File: src/hw/rtl/cpa_pkg.sv
// ----------------------------------------------------------------------------
// cpa_pkg
// Shared types and constants of the chunk pool allocator.
// ----------------------------------------------------------------------------
package cpa_pkg;

  localparam int DEF_MAX_POOLS  = 8;
  localparam int DEF_MAX_CHUNKS = 256;

  localparam int CFG_DATA_W = 17;

  localparam logic CFG_MIN_ALIGNMENT = 1'b0;
  localparam logic CFG_POOL_BYTES    = 1'b1;

  localparam logic [1:0] ST_OK       = 2'd0;
  localparam logic [1:0] ST_NO_SLOT  = 2'd1;
  localparam logic [1:0] ST_BAD_SLOT = 2'd2;
  localparam logic [1:0] ST_REL_FULL = 2'd3;

  localparam logic [8:0]  ALIGN_RESET = 9'd256;
  localparam logic [16:0] BYTES_RESET = 17'd65536;
  localparam logic [16:0] BYTES_MAX   = 17'd65536;

  typedef struct packed {
    logic        operation;
    logic [16:0] request_bytes;
    logic [2:0]  release_pool;
    logic [15:0] release_offset;
  } item_t;

  typedef struct packed {
    logic [1:0]  status;
    logic [2:0]  granted_pool;
    logic [15:0] granted_offset;
    logic [16:0] chunk_bytes;
    logic        pool_created;
  } result_t;

  // controller -> datapath
  typedef struct packed {
    logic load;
    logic scan_step;
    logic sel;
    logic round_step;
    logic fill_init;
    logic fill_step;
    logic pop;
    logic emit_alloc;
    logic emit_full;
    logic emit_rel;
  } cmd_t;

  // datapath -> controller
  typedef struct packed {
    logic scan_last;
    logic found;
    logic slots_full;
    logic round_done;
    logic fill_last;
  } stat_t;

endpackage

File: src/hw/rtl/cpa_ctrl.sv
// ----------------------------------------------------------------------------
// cpa_ctrl
// Sequencer: pool scan, pool creation, stack pop and release push.
// ----------------------------------------------------------------------------
module cpa_ctrl
  import cpa_pkg::*;
(
  input  logic  clk,
  input  logic  rst,
  input  logic  start,
  input  logic  start_op,
  input  stat_t stat,
  output cmd_t  cmd,
  output logic  busy
);

  typedef enum logic [2:0] {
    S_IDLE, S_SCAN, S_DECIDE, S_ROUND, S_FILL, S_POP, S_GRANT, S_RELEASE
  } state_t;

  state_t state, state_next;

  always_comb begin
    cmd        = '0;
    state_next = state;
    case (state)
      S_IDLE: begin
        if (start) begin
          cmd.load   = 1'b1;
          state_next = start_op ? S_RELEASE : S_SCAN;
        end
      end
      S_SCAN: begin
        cmd.scan_step = 1'b1;
        if (stat.scan_last) state_next = S_DECIDE;
      end
      S_DECIDE: begin
        if (stat.found) begin
          cmd.sel    = 1'b1;
          state_next = S_POP;
        end else if (stat.slots_full) begin
          cmd.emit_full = 1'b1;
          state_next    = S_IDLE;
        end else begin
          cmd.sel    = 1'b1;
          state_next = S_ROUND;
        end
      end
      S_ROUND: begin
        if (stat.round_done) begin
          cmd.fill_init = 1'b1;
          state_next    = S_FILL;
        end else begin
          cmd.round_step = 1'b1;
        end
      end
      S_FILL: begin
        cmd.fill_step = 1'b1;
        if (stat.fill_last) state_next = S_POP;
      end
      S_POP: begin
        cmd.pop    = 1'b1;
        state_next = S_GRANT;
      end
      S_GRANT: begin
        cmd.emit_alloc = 1'b1;
        state_next     = S_IDLE;
      end
      S_RELEASE: begin
        cmd.emit_rel = 1'b1;
        state_next   = S_IDLE;
      end
      default: state_next = S_IDLE;
    endcase
  end

  always_ff @(posedge clk) begin
    if (rst) begin
      state <= S_IDLE;
      busy  <= 1'b0;
    end else begin
      state <= state_next;
      busy  <= (state_next != S_IDLE);
    end
  end

endmodule

File: config.mk
export PLATFORM = sky130hd
export DESIGN_NAME = cpa_ctrl
export DESIGN_NICKNAME = d
export VERILOG_FILES = /design/src/hw/rtl/cpa_pkg.sv /design/src/hw/rtl/cpa_ctrl.sv
export SDC_FILE = /design/constraint.sdc
export NUM_CORES = 1
export LEC_CHECK = 0
export BUFFER_PORTS_ARGS = -buffer_cell sky130_fd_sc_hd__buf_2
export CAP_MARGIN = 25
export CORE_AREA = 2 2 39 41
export DETAILED_ROUTE_END_ITERATION = 12
export DIE_AREA = 0 0 41 43
export PLACE_DENSITY = 0.57
export SLEW_MARGIN = 25
export SYNTH_ARGS = -nofsm -noshare
export SYNTH_HDL_FRONTEND = slang
export SYNTH_SLANG_ARGS = --single-unit
File: constraint.sdc
create_clock -name clk -period 1.65 [get_ports clk]
set_clock_uncertainty 0.15 [all_clocks]
set_input_delay 0.33 -clock clk [delete_from_list [all_inputs] [get_ports clk]]
set_output_delay 0.33 -clock clk [all_outputs]
set_load 0.01 [all_outputs]
==> results.yml, run 1 <==
power:
  p_comb_frac: 0.461
  peakVddDrop_v: 0.0002678
  p_leak_nw: 0.2739
  clock_power_share: 0.250
  p_int_uw: 338.0
  power.density_nw_per_um2: 930.5
  netSwitchingPower_uw: 175.5
  swShare: 0.3417
  seq_power_share: 0.289
critical_path:
  arrival_ns: 1.21
  worstSetupPathType: "register to output port"
  crit_path_end_kind: "output port"
  cpMostUsedCell: "buf_6"
  timing.rr.start: "state[2]"
  cpPeakStageDelay_ns: 0.37
  crit_chain: "buf_6, or3_4, inv_2, buf_6"
  critPathBufInv: 3
  crit_path_start: "state[2]"
  start_kind: "register"
  slowest_stage: "or3_4"
  critPathMaxFanout: 8
  r2r_slack_ns: 0.04
  critPathTopFamily: "simple AND/OR/NAND/NOR gates"
  cp.required_ns: 1.17
yosys:
  synthTopCellsByCount: "nor3b_1, dfxtp_1, inv_1, or3_1"
  synth_edf_count: 0
  synth-warning-count: 0
  synth_ff_type: "dfxtp_1"
  yosysTopAreaCellShare: 0.2540
  synth_cell_types: 23
  syn_area_per_cell_um2: 8.297
  synthArstFlopShare: 0
  synth.top_cells.by_area: "dfxtp_1, nor3b_1, or3_1"
  synth_nets: 47
  synth.largest_area_cell: "dfxtp_1"
  synth_area_um2: 315.3
  ys_seq_elements: 4
  synth_cells: 38
  synth.most_common_cell: "nor3b_1"
  ys_seq_area_frac: 0.2540
timing:
  fin_crit_sh: 1.022
  finalSetupViolations: 1
  timing.final.ws_setup_ns: -0.03549
  timing.fmax_mhz: 593.3
  rsz0062_at_grt: "true"
  tns_ns: -0.03549
  final_max_slew_viol_count: 0
  finalHoldViolations: 0
  worst_slew_pin_slew_ns: 0.2387
  relSlewSlack: 0.8405
  period_minus_slack_ns: 1.685
  holdWs_ns: 0.1324
die:
  rows: 14
  initial_core_util: 0.2278
  io-pin-count: 20
  fp.dieH_um: 43
  die_w_um: 41
  core_area_um2: 1384
  dieArea_um2: 1763
placement:
  post-dp-hpwl_um: 595.8
  place.gp.congestion: 0.7478
  portBuffers: 19
  preCtsSetupSlack_ns: 0.02542
global_routing:
  antenna_found_initial: 0
  grt_use_total: 0.1092
  grt_max_degree: 9
  grt_pass1_vias: 333
  grt_pass1_wl_mm: 1.311
  grt-ovfl-total: 0
clock_network:
  cts_tree: "built"
  clock_tree.root_cell: "clkbuf_4"
  clkSinkCount: 4
  numCtsBuffers: 3
  clk_latency_ns: 0.24
  clkTransAtPathRegs_ns: 0.04
  cts_buffer_depth: 2
  htreeDepth: 1
drt:
  avgViaCountPerCell: 4.630
  detailroute.via_count: 375
  wire_per_inst_um: 10.91
  postRouteWirelength_um: 884
  drc: 0
  first_iter_violations: 4
  drtPass1Iterations: 2
  ant_nets: 0
final_layout:
  fin_nets: 76
  drive_gt1_frac: 0.6462
  diodes: 0
  n_fill_cell: 149
  area_growth_pct: 75.00
outcome:
  violations: "setup timing"
  status: "finished with violations"
flow_run:
  drv_cap: 0
worst_hold_path:
  worstHoldPathType: "primary input to register"
  hp-start: "rst"
cells in the final DEF, fill, tap and decap left out, types with 2 or more instances in the layout:
cell      synthesis  routed
nor3b_1           5       2
clkbuf_4          0       3
buf_2             2      18
buf_6             1       5
a21oi_1           2       2
dfxtp_4           0       2
and3b_1           2       2
nor3b_2           0       3
or3_1             3       2
nand2_1           2       2
buf_4             0       4
inv_1             3       2
final timing paths:
kind / end / cells past startpoint
max: cmd[6] / 4
min: state[1] / 2
max reg2reg: busy / 5
min reg2reg: state[1] / 3
repair_timing:
item	4_1_cts	5_1_grt
setup buffers	4	0
hold buffers	0	0
endpoints found under the setup margin	7	7
pin swaps	4	4
cloned	0	0
gates resized for setup	11	5
final cells by class:
cell class / instances / area, µm² / share of cell area
inverter: 3 / 11.26 / 0.02041
timing repair buffer: 27 / 176.4 / 0.3197
clock buffer: 3 / 22.52 / 0.04082
multi-input combinational: 28 / 232.7 / 0.4218
tap: 16 / 20.02 / 0.03628
sequential: 4 / 88.84 / 0.1610
registers in the layout, indices dropped and copies added (netlist names):
name,cells
busy,1
state,3
metrics by stage:
step	cell area [µm²]	util	instances	power (mW)
2_1_floorplan	321.6	-	38	0.2655
3_3_place_gp	445.4	0.3219	74	0.3300
3_5_place_dp	445.4	0.3219	74	0.3292
4_1_cts	530.5	0.3834	81	0.5011
5_1_grt	551.8	0.3987	81	0.5531
6_report	551.8	0.3987	81	0.5134
power by group through the flow:
| stage | registers (mW) | clock network [mW] | logic (mW) |
|---|---|---|---|
| floorplan | 0.140 | 0 | 0.125 |
| global placement | 0.149 | 0 | 0.181 |
| detailed placement | 0.149 | 0 | 0.181 |
| CTS | 0.147 | 0.132 | 0.222 |
| global route | 0.155 | 0.140 | 0.258 |
| finish | 0.148 | 0.128 | 0.237 |
kinds of logic after synthesis:
group,synth area share
AND/OR/NAND/NOR,0.4048
AO/OA/AOI/OAI,0.1706
buffers and inverters,0.1032
flip-flops,0.2540
multiplexers,0.06746
per-layer routing:
metal,GRT usage,routed length [µm],part of all wire,vias to the layer above
li1,-,-,-,193
met1,0.1502,445,0.50,162
met2,0.1469,353,0.40,18
met3,0.01571,67,0.076,2
met4,0.08000,18,0.020,0
met5,0,0,0,-
Power figures use the tool's default switching activity.
==> run 2: changes to the inputs <==
--- a/config.mk
+++ b/config.mk
@@ -8,6 +8,7 @@
 export BUFFER_PORTS_ARGS = -buffer_cell sky130_fd_sc_hd__buf_2
 export CAP_MARGIN = 25
 export CORE_AREA = 2 2 39 41
+export CTS_BUF_LIST = sky130_fd_sc_hd__clkbuf_2
 export DETAILED_ROUTE_END_ITERATION = 12
 export DIE_AREA = 0 0 41 43
 export PLACE_DENSITY = 0.57
==> results.yml, run 2 (same netlist as run 1, synthesis figures left out) <==
outcome:
  status: "finished with violations"
  violations: "setup timing"
critical_path:
  arrival_ns: 1.18
  worstSetupPathType: "register to output port"
  r2r_slack_ns: 0.07
  critPathMaxFanout: 8
  reg2reg_to: "busy"
  timing.rr.start: "state[0]"
  reg2reg_depth: 4
  crit_path_end_kind: "output port"
  cp.required_ns: 1.17
  start_kind: "register"
placement:
  place_area_um2: 445.4
  preCtsSetupSlack_ns: 0.02542
  post-dp-hpwl_um: 595.8
  place.gp.congestion: 0.7478
  portBuffers: 19
final_layout:
  fin_nets: 77
  regMostFlops: "state"
  reg_top3: "state: 3 flops, busy: 1 flops"
  largest_reg_flops: 3
  diodes: 0
  drive_gt1_frac: 0.6364
  final_common_cell: "buf_2"
  area_growth_pct: 71.43
  fin_area_um2: 540.5
  final_cell_mix: "buf_2, buf_4, nor3b_2, clkbuf_2, buf_6"
  fin_util: 0.3906
  n_fill_cell: 146
global_routing:
  grt_use_total: 0.1102
  grt_pass1_vias: 336
  antenna_found_initial: 0
  grt_pass1_wl_mm: 1.324
  grt_max_degree: 9
  grt-ovfl-total: 0
drt:
  wire_per_inst_um: 10.52
  detailroute.via_count: 371
  drtPass1Iterations: 2
  first_iter_violations: 3
  ant_nets: 0
  drc: 0
  avgViaCountPerCell: 4.524
  postRouteWirelength_um: 863
timing:
  final_max_slew_viol_count: 0
  timing.fmax_mhz: 601.2
  timing.final.ws_setup_ns: -0.01338
  worst_slew_pin_slew_ns: 0.2320
  relSlewSlack: 0.8449
  period_minus_slack_ns: 1.663
  fin_crit_sh: 1.008
  finalSetupViolations: 1
  finalHoldViolations: 0
  holdWs_ns: 0.1549
  rsz0062_at_grt: "true"
  tns_ns: -0.01338
clock_network:
  htreeDepth: 1
  clk_latency_ns: 0.21
  clkTransAtPathRegs_ns: 0.05
  cts_tree: "built"
  clock_tree.root_cell: "clkbuf_2"
  clkSinkCount: 4
  cts_buffer_depth: 2
  numCtsBuffers: 3
worst_hold_path:
  hp-start: "rst"
  whs_endpoint: "state[1]"
  min_path_cells: 2
  worstHoldPathType: "primary input to register"
die:
  rows: 14
  dieArea_um2: 1763
  die_w_um: 41
  fp.dieH_um: 43
  core_area_um2: 1384
  io-pin-count: 20
  initial_core_util: 0.2278
power:
  p_leak_nw: 0.2726
  power.density_nw_per_um2: 874.7
  peakVddDrop_v: 0.0002474
flow_run:
  drv_cap: 0
==> run 2: cell types whose count changed in the layout (fill, tap and decap cells not counted), sizes merged <==
| cell | before | now |
|---|---|---|
| buf | 27 | 28 |
==> run 2: worst max path at each step <==
stage	start	endpoint	slack, ns
floorplan	state[0]	busy	0.08
global placement	state[0]	busy	0.02
detailed placement	start	busy	0.03
CTS	state[2]	cmd[6]	-0.03
global route	state[2]	cmd[6]	-0.07
finish	state[2]	cmd[6]	-0.01
==> run 2: area by class of cell <==
class                   count  area, µm²  area share
flip-flops and latches      4      88.84      0.1644
multi-input cells          28      229.0      0.4236
well taps                  16      20.02     0.03704
inverters                   3      11.26     0.02083
clock buffers               3      15.01     0.02778
repair buffers             28      176.4      0.3264
==> run 2: repair_timing <==
action,CTS,global route
setup buffers,4,1
setup endpoints to repair,7,7
pin swaps,3,2
gates resized for setup,10,3
hold buffers,0,0
==> run 2: power breakdown <==
group	internal (mW)	switching, mW
Combinational	0.129	0.101
Sequential	0.125	0.0232
Clock	0.0490	0.0456
==> run 2: routing by layer <==
metal	GRT usage	part of all wire
met3	0.01571	0.078
met5	0	0
met2	0.1531	0.43
met1	0.1470	0.47
met4	0.08000	0.021
==> run 2: worst max-delay path, cell delays in order (launching register included) <==
cell and delay (ns):
dfxtp_2 0.33, buf_6 0.13, or3_4 0.36, inv_2 0.06, buf_6 0.09
==> run 2: metrics by stage <==
step / cells / power [mW]
2_1_floorplan: 38 / 0.2655
3_3_place_gp: 74 / 0.3300
3_5_place_dp: 74 / 0.3292
4_1_cts: 81 / 0.4672
5_1_grt: 82 / 0.5168
6_report: 82 / 0.4728
==> run 3: changes to the inputs <==
--- a/config.mk
+++ b/config.mk
@@ -11,7 +11,9 @@
 export CTS_BUF_LIST = sky130_fd_sc_hd__clkbuf_2
 export DETAILED_ROUTE_END_ITERATION = 12
 export DIE_AREA = 0 0 41 43
+export GPL_TIMING_DRIVEN = 0
 export PLACE_DENSITY = 0.57
+export REMOVE_ABC_BUFFERS = 1
 export SLEW_MARGIN = 25
 export SYNTH_ARGS = -nofsm -noshare
 export SYNTH_HDL_FRONTEND = slang
==> constraint.sdc (replaced) <==
create_clock -name clk -period 1.65 [get_ports clk]
set_clock_uncertainty 0.15 [all_clocks]
set_input_delay 0.33 -clock clk [delete_from_list [all_inputs] [get_ports clk]]
set_output_delay 0.33 -clock clk [all_outputs]
set_load 0.005 [all_outputs]
==> results.yml, run 3 (same netlist as run 1, synthesis figures left out) <==
timing:
  timing.final.ws_setup_ns: 0.004281
  final_max_slew_viol_count: 0
  holdWs_ns: 0.1653
  timing.fmax_mhz: 607.6
  finalHoldViolations: 0
  worst_slew_pin_slew_ns: 0.2572
  relSlewSlack: 0.8281
  period_minus_slack_ns: 1.646
  fin_crit_sh: 0.9974
  rsz0062_at_grt: "true"
  finalSetupViolations: 0
drt:
  drc: 0
  postRouteWirelength_um: 937
  first_iter_violations: 3
  wire_per_inst_um: 11.57
  drtPass1Iterations: 2
  avgViaCountPerCell: 4.691
  detailroute.via_count: 380
  ant_nets: 0
global_routing:
  grt_use_total: 0.1091
  grt_use_met2: 0.1719
  grt_use_met3: 0.04712
  use_met1: 0.1242
  grt-ovfl-total: 0
  busiest_layer: "met2"
  grt_pass1_vias: 325
  antenna_found_initial: 0
  grt_pass1_wl_mm: 1.304
  grt_max_degree: 11
final_layout:
  seq_area_um2: 91.34
  reg_top3: "state: 3 flops, busy: 1 flops"
  fin_nets: 76
  diodes: 0
  regMostFlops: "state"
  final_cell_mix: "buf_2, buf_4, nor3b_1, clkbuf_2, dfxtp_4"
  drive_gt1_frac: 0.6462
  n_fill_cell: 143
  fin_area_um2: 529.3
  final_common_cell: "buf_2"
  multi_input_area_um2: 230.2
  largest_reg_flops: 3
  area_growth_pct: 67.86
  fin_util: 0.3825
clock_network:
  cts_buffer_depth: 2
  clock_tree.root_cell: "clkbuf_2"
  numCtsBuffers: 3
  htreeDepth: 1
  clkTransAtPathRegs_ns: 0.04
  cts_tree: "built"
  clk_latency_ns: 0.20
  clkSinkCount: 4
worst_hold_path:
  worstHoldPathType: "primary input to register"
  min_path_cells: 2
die:
  core_area_um2: 1384
  die_w_um: 41
  io-pin-count: 20
  rows: 14
  fp.dieH_um: 43
  initial_core_util: 0.2278
  dieArea_um2: 1763
power:
  power_uw: 442.6
  clock_power_share: 0.193
  power.density_nw_per_um2: 836.2
  netSwitchingPower_uw: 149.7
  p_comb_frac: 0.452
  swShare: 0.3383
  seq_power_share: 0.354
  p_leak_nw: 0.2663
  p_int_uw: 292.8
  peakVddDrop_v: 0.0002113
critical_path:
  critPathMaxFanout: 8
  cp.required_ns: 1.17
  worstSetupPathType: "register to output port"
  crit_path_end_kind: "output port"
  start_kind: "register"
  reg2reg_depth: 5
  arrival_ns: 1.17
placement:
  place.gp.congestion: 0.6872
  post-dp-hpwl_um: 584.8
  preCtsSetupSlack_ns: -0.1829
  place_area_um2: 409.1
  portBuffers: 19
outcome:
  status: "completed"
flow_run:
  drv_cap: 0
## run 3: worst max-delay path, cell delays in order (launching register included)
cell	delay, ns
dfxtp_4	0.38
nand2_2	0.07
or3_4	0.37
inv_2	0.06
buf_6	0.08
## run 3: cell type report
cell class	count	area share
Inverter	3	0.02128
Timing Repair Buffer	27	0.3050
Clock buffer	3	0.02837
Tap cell	16	0.03783
Multi-Input combinational cell	28	0.4350
Sequential cell	4	0.1726
## run 3: routing by layer
layer / vias to the layer above / part of all wire
li1: 191 / -
met1: 175 / 0.41
met2: 14 / 0.49
met3: 0 / 0.096
met4: 0 / 0
met5: - / 0
## run 3: power by group through the flow
stage	logic (mW)	clock network, mW	registers (mW)
after floorplan	0.0794	0	0.153
after global placement	0.130	0	0.163
after detailed placement	0.131	0	0.162
after CTS	0.163	0.0907	0.157
after global routing	0.225	0.0970	0.162
final	0.200	0.0856	0.157
## run 3: timing repair
item / in CTS / in global routing
hold buffers: 0 / 0
gates cloned: 0 / 0
pin swaps: 0 / 2
endpoints found under the setup margin: 6 / 6
setup buffers: 3 / 5
gates resized for setup: 7 / 7
## run 3: final timing paths
kind,from,endpoint,slack (ns)
worst max-delay path,state[1],cmd[6],0.004
worst min-delay path,rst,state[1],0.17
worst max register to register,state[1],busy,0.04
worst min register to register,state[2],state[2],0.48
## run 3: metrics by stage
| stage | TNS, ns | std cells |
|---|---|---|
| 2_1_floorplan | -0.01613 | 35 |
| 3_3_place_gp | -0.2275 | 70 |
| 3_5_place_dp | -0.2292 | 70 |
| 4_1_cts | -0.01337 | 76 |
| 5_1_grt | -0.1883 | 81 |
| 6_report | 0 | 81 |
